File: src/sv/tlb_pkg.sv
`timescale 1ns / 1ps

package tlb_pkg;

	localparam int TLB_ENTRIES_DEF = 16;
	localparam int PAGE_BITS       = 20;
	localparam int ACTIVE_W        = 5;
	localparam int INDEX_OUT_W     = 4;
	localparam int COUNT_W         = 32;

	localparam logic [ACTIVE_W-1:0] ACTIVE_RESET = ACTIVE_W'(16);

	typedef struct packed {
		logic [PAGE_BITS-1:0] virtual_page;
		logic                 is_write;
		logic [PAGE_BITS-1:0] walk_frame;
	} req_t;

	typedef struct packed {
		logic [PAGE_BITS-1:0]   frame;
		logic                   hit;
		logic [INDEX_OUT_W-1:0] filled_index;
		logic [COUNT_W-1:0]     hit_total;
	} rsp_t;

	// Commands from the sequencer to the datapath.
	typedef struct packed {
		logic load_req;
		logic lookup;
		logic load_out;
	} ctrl_cmd_t;

endpackage

File: src/sv/tlb_ram.sv
`timescale 1ns / 1ps

module tlb_ram #(
	parameter int WIDTH = 20,
	parameter int DEPTH = 16
) (
	input  logic                     clk,
	input  logic                     we,
	input  logic [$clog2(DEPTH)-1:0] waddr,
	input  logic [WIDTH-1:0]         wdata,
	input  logic                     re,
	input  logic [$clog2(DEPTH)-1:0] raddr,
	output logic [WIDTH-1:0]         rdata
);

	logic [WIDTH-1:0] mem_q [DEPTH];
	logic [WIDTH-1:0] rdata_q;

	always_ff @(posedge clk) begin
		if (we) begin
			mem_q[waddr] <= wdata;
		end
		if (re) begin
			rdata_q <= mem_q[raddr];
		end
	end

	assign rdata = rdata_q;

endmodule

File: src/sv/tlb_ctrl.sv
`timescale 1ns / 1ps

module tlb_ctrl
	import tlb_pkg::*;
(
	input  logic       clk,
	input  logic       arst_n,
	input  logic       in_valid,
	output logic       in_ready,
	output logic       out_valid,
	input  logic       out_ready,
	output ctrl_cmd_t  cmd
);

	typedef enum logic [1:0] {
		ST_IDLE,
		ST_LOOK,
		ST_READ
	} state_t;

	state_t state_q;
	logic   out_valid_q;
	logic   can_load;

	assign can_load = !out_valid_q || out_ready;

	always_comb begin
		in_ready = 1'b0;
		case (state_q)
			ST_IDLE: in_ready = 1'b1;
			ST_READ: in_ready = can_load;
			default: in_ready = 1'b0;
		endcase
	end

	assign cmd.load_req = in_valid && in_ready;
	assign cmd.lookup   = (state_q == ST_LOOK);
	assign cmd.load_out = (state_q == ST_READ) && can_load;
	assign out_valid    = out_valid_q;

	always_ff @(posedge clk or negedge arst_n) begin
		if (!arst_n) begin
			state_q     <= ST_IDLE;
			out_valid_q <= 1'b0;
		end else begin
			if (cmd.load_out) begin
				out_valid_q <= 1'b1;
			end else if (out_ready) begin
				out_valid_q <= 1'b0;
			end
			case (state_q)
				ST_IDLE: begin
					if (cmd.load_req) begin
						state_q <= ST_LOOK;
					end
				end
				ST_LOOK: begin
					state_q <= ST_READ;
				end
				ST_READ: begin
					// A new request may enter in the same cycle the result moves out.
					if (can_load) begin
						state_q <= cmd.load_req ? ST_LOOK : ST_IDLE;
					end
				end
				default: begin
					state_q <= ST_IDLE;
				end
			endcase
		end
	end

	a_look_then_read: assert property (@(posedge clk) disable iff (!arst_n)
		(state_q == ST_LOOK) |=> (state_q == ST_READ))
		else $error("lookup cycle not followed by result cycle");

	a_load_sets_valid: assert property (@(posedge clk) disable iff (!arst_n)
		cmd.load_out |=> out_valid_q)
		else $error("result loaded but not presented");

	a_no_accept_in_lookup: assert property (@(posedge clk) disable iff (!arst_n)
		(state_q == ST_LOOK) |-> !in_ready)
		else $error("request accepted during lookup");

endmodule

File: src/sv/tlb_dp.sv
`timescale 1ns / 1ps

module tlb_dp
	import tlb_pkg::*;
#(
	parameter int TLB_ENTRIES = TLB_ENTRIES_DEF
) (
	input  logic                clk,
	input  logic                arst_n,
	input  ctrl_cmd_t           cmd,
	input  req_t                in_data,
	input  logic                cfg_we,
	input  logic [ACTIVE_W-1:0] cfg_data,
	output rsp_t                out_data
);

	localparam int IDX_W = $clog2(TLB_ENTRIES);

	req_t                 req_q;
	rsp_t                 out_q;
	logic [ACTIVE_W-1:0]  active_q;
	logic [COUNT_W-1:0]   hit_cnt_q;
	logic [TLB_ENTRIES-1:0] valid_q, used_q, dirty_q;
	logic [PAGE_BITS-1:0] page_q [TLB_ENTRIES];

	logic [TLB_ENTRIES-1:0] act, match, inval, unused, clear_vec;
	logic                   any_hit, any_inv, any_clr;
	logic [IDX_W-1:0]       hit_idx, inv_idx, clr_idx, victim, sel_idx;
	logic                   hit_s2;
	logic [IDX_W-1:0]       idx_s2;
	logic [PAGE_BITS-1:0]   ram_rdata;
	logic [IDX_W+INDEX_OUT_W-1:0] idx_ext;

	// Entry zero is always in use; counts above the entry count saturate on their own.
	for (genvar i = 0; i < TLB_ENTRIES; i++) begin : g_entry
		localparam logic [31:0] IV = 32'(i);
		assign act[i]    = (i == 0) || (IV < 32'(active_q));
		assign match[i]  = act[i] && valid_q[i] && (page_q[i] == req_q.virtual_page);
		assign inval[i]  = act[i] && !valid_q[i];
		assign unused[i] = act[i] && !used_q[i];
		// The clock hand clears every used bit it passes before the victim.
		assign clear_vec[i] = cmd.lookup && !any_hit && !any_inv && act[i] &&
			(!any_clr || (IDX_W'(i) < clr_idx)) && (IDX_W'(i) != victim);
	end

	always_comb begin
		hit_idx = '0;
		inv_idx = '0;
		clr_idx = '0;
		for (int i = TLB_ENTRIES - 1; i >= 0; i--) begin
			if (match[i]) begin
				hit_idx = IDX_W'(i);
			end
			if (inval[i]) begin
				inv_idx = IDX_W'(i);
			end
			if (unused[i]) begin
				clr_idx = IDX_W'(i);
			end
		end
	end

	assign any_hit = |match;
	assign any_inv = |inval;
	assign any_clr = |unused;
	assign victim  = any_inv ? inv_idx : (any_clr ? clr_idx : '0);
	assign sel_idx = any_hit ? hit_idx : victim;

	tlb_ram #(
		.WIDTH(PAGE_BITS),
		.DEPTH(TLB_ENTRIES)
	) u_frame_ram (
		.clk  (clk),
		.we   (cmd.lookup && !any_hit),
		.waddr(sel_idx),
		.wdata(req_q.walk_frame),
		.re   (cmd.lookup && any_hit),
		.raddr(hit_idx),
		.rdata(ram_rdata)
	);

	always_ff @(posedge clk or negedge arst_n) begin
		if (!arst_n) begin
			active_q  <= ACTIVE_RESET;
			hit_cnt_q <= '0;
			valid_q   <= '0;
			used_q    <= '0;
			dirty_q   <= '0;
		end else begin
			if (cfg_we) begin
				active_q <= cfg_data;
			end
			if (cmd.lookup) begin
				if (any_hit) begin
					used_q[hit_idx]  <= 1'b1;
					dirty_q[hit_idx] <= dirty_q[hit_idx] | req_q.is_write;
					hit_cnt_q        <= hit_cnt_q + COUNT_W'(1);
				end else begin
					for (int i = 0; i < TLB_ENTRIES; i++) begin
						if (clear_vec[i]) begin
							used_q[i] <= 1'b0;
						end
					end
					valid_q[victim] <= 1'b1;
					used_q[victim]  <= 1'b1;
					dirty_q[victim] <= req_q.is_write;
				end
			end
		end
	end

	always_ff @(posedge clk) begin
		if (cmd.load_req) begin
			req_q <= in_data;
		end
		if (cmd.lookup) begin
			hit_s2 <= any_hit;
			idx_s2 <= sel_idx;
			if (!any_hit) begin
				page_q[victim] <= req_q.virtual_page;
			end
		end
		if (cmd.load_out) begin
			out_q.frame        <= hit_s2 ? ram_rdata : req_q.walk_frame;
			out_q.hit          <= hit_s2;
			out_q.filled_index <= idx_ext[INDEX_OUT_W-1:0];
			out_q.hit_total    <= hit_cnt_q;
		end
	end

	assign idx_ext  = {{INDEX_OUT_W{1'b0}}, idx_s2};
	assign out_data = out_q;

endmodule

File: src/sv/tlb_lookup_clock_replace.sv
`timescale 1ns / 1ps

// Channel  | Handshake            | Beat
// ---------+----------------------+------------------------------------------
// in       | in_valid / in_ready  | in_data: virtual_page, is_write, walk_frame
// out      | out_valid / out_ready| out_data: frame, hit, filled_index, hit_total
// cfg      | cfg_we               | cfg_data: active_entries
//
// A request passes a lookup state, for the parallel tag compare, victim pick, state
// update and frame RAM read, then a result state that loads the output register.
// A new beat is taken in the cycle the previous result enters the output register.
// Reset clears valid, used and dirty bits, the hit counter, and sets 16 active entries.
// A stalled output holds the block in its result cycle until out_ready frees the register.
module tlb_lookup_clock_replace
	import tlb_pkg::*;
#(
	parameter int TLB_ENTRIES = TLB_ENTRIES_DEF
) (
	input  logic                clk,
	input  logic                arst_n,
	input  logic                in_valid,
	output logic                in_ready,
	input  req_t                in_data,
	output logic                out_valid,
	input  logic                out_ready,
	output rsp_t                out_data,
	input  logic                cfg_we,
	input  logic [ACTIVE_W-1:0] cfg_data
);

	ctrl_cmd_t cmd;

	tlb_ctrl u_ctrl (
		.clk      (clk),
		.arst_n   (arst_n),
		.in_valid (in_valid),
		.in_ready (in_ready),
		.out_valid(out_valid),
		.out_ready(out_ready),
		.cmd      (cmd)
	);

	tlb_dp #(
		.TLB_ENTRIES(TLB_ENTRIES)
	) u_dp (
		.clk     (clk),
		.arst_n  (arst_n),
		.cmd     (cmd),
		.in_data (in_data),
		.cfg_we  (cfg_we),
		.cfg_data(cfg_data),
		.out_data(out_data)
	);

endmodule
File: config.mk
export PLATFORM = sky130hd
export DESIGN_NAME = tlb_lookup_clock_replace
export DESIGN_NICKNAME = d
export VERILOG_FILES = /design/src/sv/tlb_pkg.sv /design/src/sv/tlb_ram.sv /design/src/sv/tlb_ctrl.sv /design/src/sv/tlb_dp.sv /design/src/sv/tlb_lookup_clock_replace.sv
export SDC_FILE = /design/constraint.sdc
export NUM_CORES = 1
export LEC_CHECK = 0
export BUFFER_PORTS_ARGS = -buffer_cell sky130_fd_sc_hd__buf_2
export CORE_MARGIN = 2
export CORE_UTILIZATION = 35
export CTS_CLUSTER_DIAMETER = 40
export DETAILED_ROUTE_END_ITERATION = 10
export GPL_ROUTABILITY_DRIVEN = 0
export GPL_TIMING_DRIVEN = 0
export PLACE_DENSITY = 0.47
export SYNTH_ARGS = -nofsm -noshare
export SYNTH_HDL_FRONTEND = slang
export SYNTH_SLANG_ARGS = --single-unit
export TNS_END_PERCENT = 5
File: constraint.sdc
create_clock -name clk -period 8.75 [get_ports clk]
set_input_delay 0.875 -clock clk [delete_from_list [all_inputs] [get_ports clk]]
set_output_delay 0.875 -clock clk [all_outputs]
set_load 0.05 [all_outputs]
==> metrics <==
Fillers=between 9,000 and 10,000; crit path max-delay cell type=edfxtp_1; Mean Syn Cell Area=between 10 and 15 µm²; core area=105,000 µm²; # IOs=110; post-synth top area cell=edfxtp_1; I/O Buffers=107; CP arrival=approximately 7500 ps; cell area power density=268 nW/µm²; Top delay family on crit path=simple AND/OR/NAND/NOR gates; crit path capture=u_dp.u_frame_ram.mem_q[2][7]; worst vdd ir=0.173 mV; Crit path required time=9090 ps; Final period util=between 80% and 90%; setup slack after placement=1560 ps; max cap viols=1; post-synth top area share=between 60 and 70%; syn_nets=between 2,000 and 3,000; most common cell after layout, fill and taps aside=edfxtp_1; max_slew headroom=approximately 1.2%; initial drt markers=2,603; first-pass GRT wire length=175,000 µm; critical path buffer and inverter count=4; Initial Utilization=a little over a third; average wire per standard cell=27.7 µm; CTS Buffer Depth=3; worst skew pair latency=between 700 and 800 ps; initial antenna violation count=3; placed cell area=about 40,000 µm²; critical path depth in cells=13; EDFF count, synth=762; worst min path class=in -> async; number of global-route vias before repair=about 25,000; f_max=~140 MHz; CP max FO=20; ys async rst share=roughly 8.6%; Crit path largest cell delay=1250 ps; post-route setup TNS=0 ps; register area=approximately 25,000 µm²; synthesized instance count=around 2,600; Slew Limit Fails=0; Remaining DRCs=24; DR vias=around 25,000; post-cts sizing count=0; pin count of the biggest net entering global routing=43; setup bufs post-CTS=0; area of the multi-input gates=approximately 11,000 µm²; worst setup path category=reg -> reg; min Tclk post-route=approximately 7200 ps; CTS buffer count=between 100 and 150; reg2reg setup slack=1550 ps; ratio of cells with drive above 1 in the final layout=20.0%; Final Cell Area=45,000 µm²; top_reg_cell synth=edfxtp_1; DRT Wirelength=between 100,000 and 150,000 µm; die area=109,000 µm²; Die W=330 µm; clock skew=about 33 ps; CTS tree=built; RR Startpoint=u_dp.req_q[32]; leakage power=15.8 nW; largest cells by area after synthesis=edfxtp_1 62%, dfrtp_1 4.8%, xor2_1 4.6%; die outline height=roughly 330 µm; count of cell types in the netlist=95; crit path cell chain=buf_2, buf_6, xnor2_1, nand4_1, nor4_1, nand4b_1, o2111a_1, clkbuf_1, o21ai_1, nand2_1, a21oi_4, nand3b_1, inv_1; nets@finish=2,944; GR Overflow Total=0; Ys Warns=0; area grow syn2layout=20.9%; Setup-failing EPs final=0; Worst Tran Pin Value=roughly 1500 ps; outcome=finished, violations left; vias per cell=approximately 5.7; clock slew at reported path FFs=about 50 ps; hold_buf cts=0; flop and latch count out of synthesis=834; CP Capture Type=register; final hold vios=0; commonest cells after routing, fill and taps aside=762 x edfxtp_1, 196 x xor2_1, 158 x xnor2_1, 142 x clkbuf_16, 134 x buf_2; Site Rows=roughly 120; htree depth=4; synthesized area=~37,000 µm²; r2r worst-path depth=13; Initial DRT Pass Iterations=9; clock root cell=clkbuf_16; post-DP HPWL=a little over 80,000 µm; Detail Route Antenna Nets=0; final worst slack=1550 ps; crit path launch=u_dp.req_q[32]; critical path launch point type=register; Seq/Total Area, Yosys=66.3%; clk sinks=around 830; GRT Resource Usage Total=around 22%; worst r2r dst=u_dp.u_frame_ram.mem_q[2][7]; violated checks=DRC, capacitance limit; unrepaired setup endpoints after global routing=no
area by class of cell:
type | count | area share [%]
Clock buffer | 153 | 7.99
Timing Repair Buffer | 144 | 2.38
Clock inverter | 103 | 2.72
Sequential cell | 834 | 54.9
Multi-Input combinational cell | 1530 | 25.4
Tap cell | 1391 | 3.87
Antenna cell | 4 | 0.0223
Inverter | 71 | 0.593
Buffer | 172 | 2.10
flip-flops by register name (all words and copies together), names as in the netlist, 16 cells and up:
signal and cells:
u_dp.valid_q 16, u_dp.u_frame_ram.mem_q 320, u_dp.hit_cnt_q 32, u_dp.used_q 16, u_dp.u_frame_ram.rdata 20, u_dp.out_data 57, u_dp.page_q 320, u_dp.req_q 40
per-layer routing:
layer  GRT usage [%]  vias to the layer above  part of all wire, %
li1                -                    10900                    -
met1            31.9                    12800                   45
met2            34.1                     1137                   45
met3            4.38                      209                  7.1
met4            7.05                        0                  2.6
met5               0                        -                    0
Yosys cell counts (9+ instances only):
cell and instances:
a211oi_1 48, a21oi_1 20, a221oi_2 20, and2_1 12, and3_1 52, buf_1 9
buf_2 28, buf_4 24, buf_6 23, clkbuf_1 87, dfrtp_1 71, edfxtp_1 762
inv_1 68, mux2_2 64, nand2_1 91, nand2b_1 10, nand3_1 66, nand4_1 110
nor2_1 63, nor2b_1 9, nor3_1 54, nor4_1 92, nor4b_1 9, o2111ai_1 61
o211a_1 40, o211ai_1 65, o21ai_0 48, o22ai_1 27, o41ai_1 40, or2_2 16
or3_1 13, or4_1 10, xnor2_1 158, xor2_1 196
worst reg2reg max path: stages (launching register included):
cell and delay [ps]:
edfxtp_1 1250, buf_2 550, buf_6 310, xnor2_1 180, nand4_1 100, nor4_1 350, nand4b_1 780, o2111a_1 520
clkbuf_1 260, o21ai_1 400, nand2_1 460, a21oi_4 450, nand3b_1 360, inv_1 820
cells by family after synthesis:
group / count (synthesis) / share of synthesized area [%]
mux: 64 / 1.94
fa+ha+maj: 1 / 0.0336
xor+xnor: 354 / 8.33
compound gates: 445 / 9.75
buf+inv: 243 / 3.26
simple gates: 666 / 10.3
flops: 834 / 66.3
where the power goes:
group          switching (mW)  internal, mW  leakage (nW)
clock                    2.01          3.62          2.32
sequential              0.295          4.74          7.86
combinational           0.963         0.428          5.59
total                    3.27          8.78          15.8
metrics by stage:
step	hold WS, ps	power [mW]	util, %	std cells
floorplan	400	5.81	-	2607
global placement	438	6.37	37.5	4105
detailed placement	431	6.47	38.1	4142
CTS	54.1	12.1	42.7	4398
global route	78.8	12.4	42.7	4398
finish	88.5	12.1	42.7	4402
how the worst min path moves through the flow:
stage                       startpoint                  to  slack (ps)
detailed placement  u_dp.hit_cnt_q[23]   u_dp.out_data[23]         430
floorplan               u_dp.idx_s2[0]   u_dp.out_data[32]         400
finish                          arst_n  u_dp.hit_cnt_q[31]          90
CTS                             arst_n  u_dp.hit_cnt_q[31]          50
global placement    u_dp.hit_cnt_q[23]   u_dp.out_data[23]         440
global route                    arst_n  u_dp.hit_cnt_q[31]          80
No activity file was read; power rests on OpenSTA's default activity.
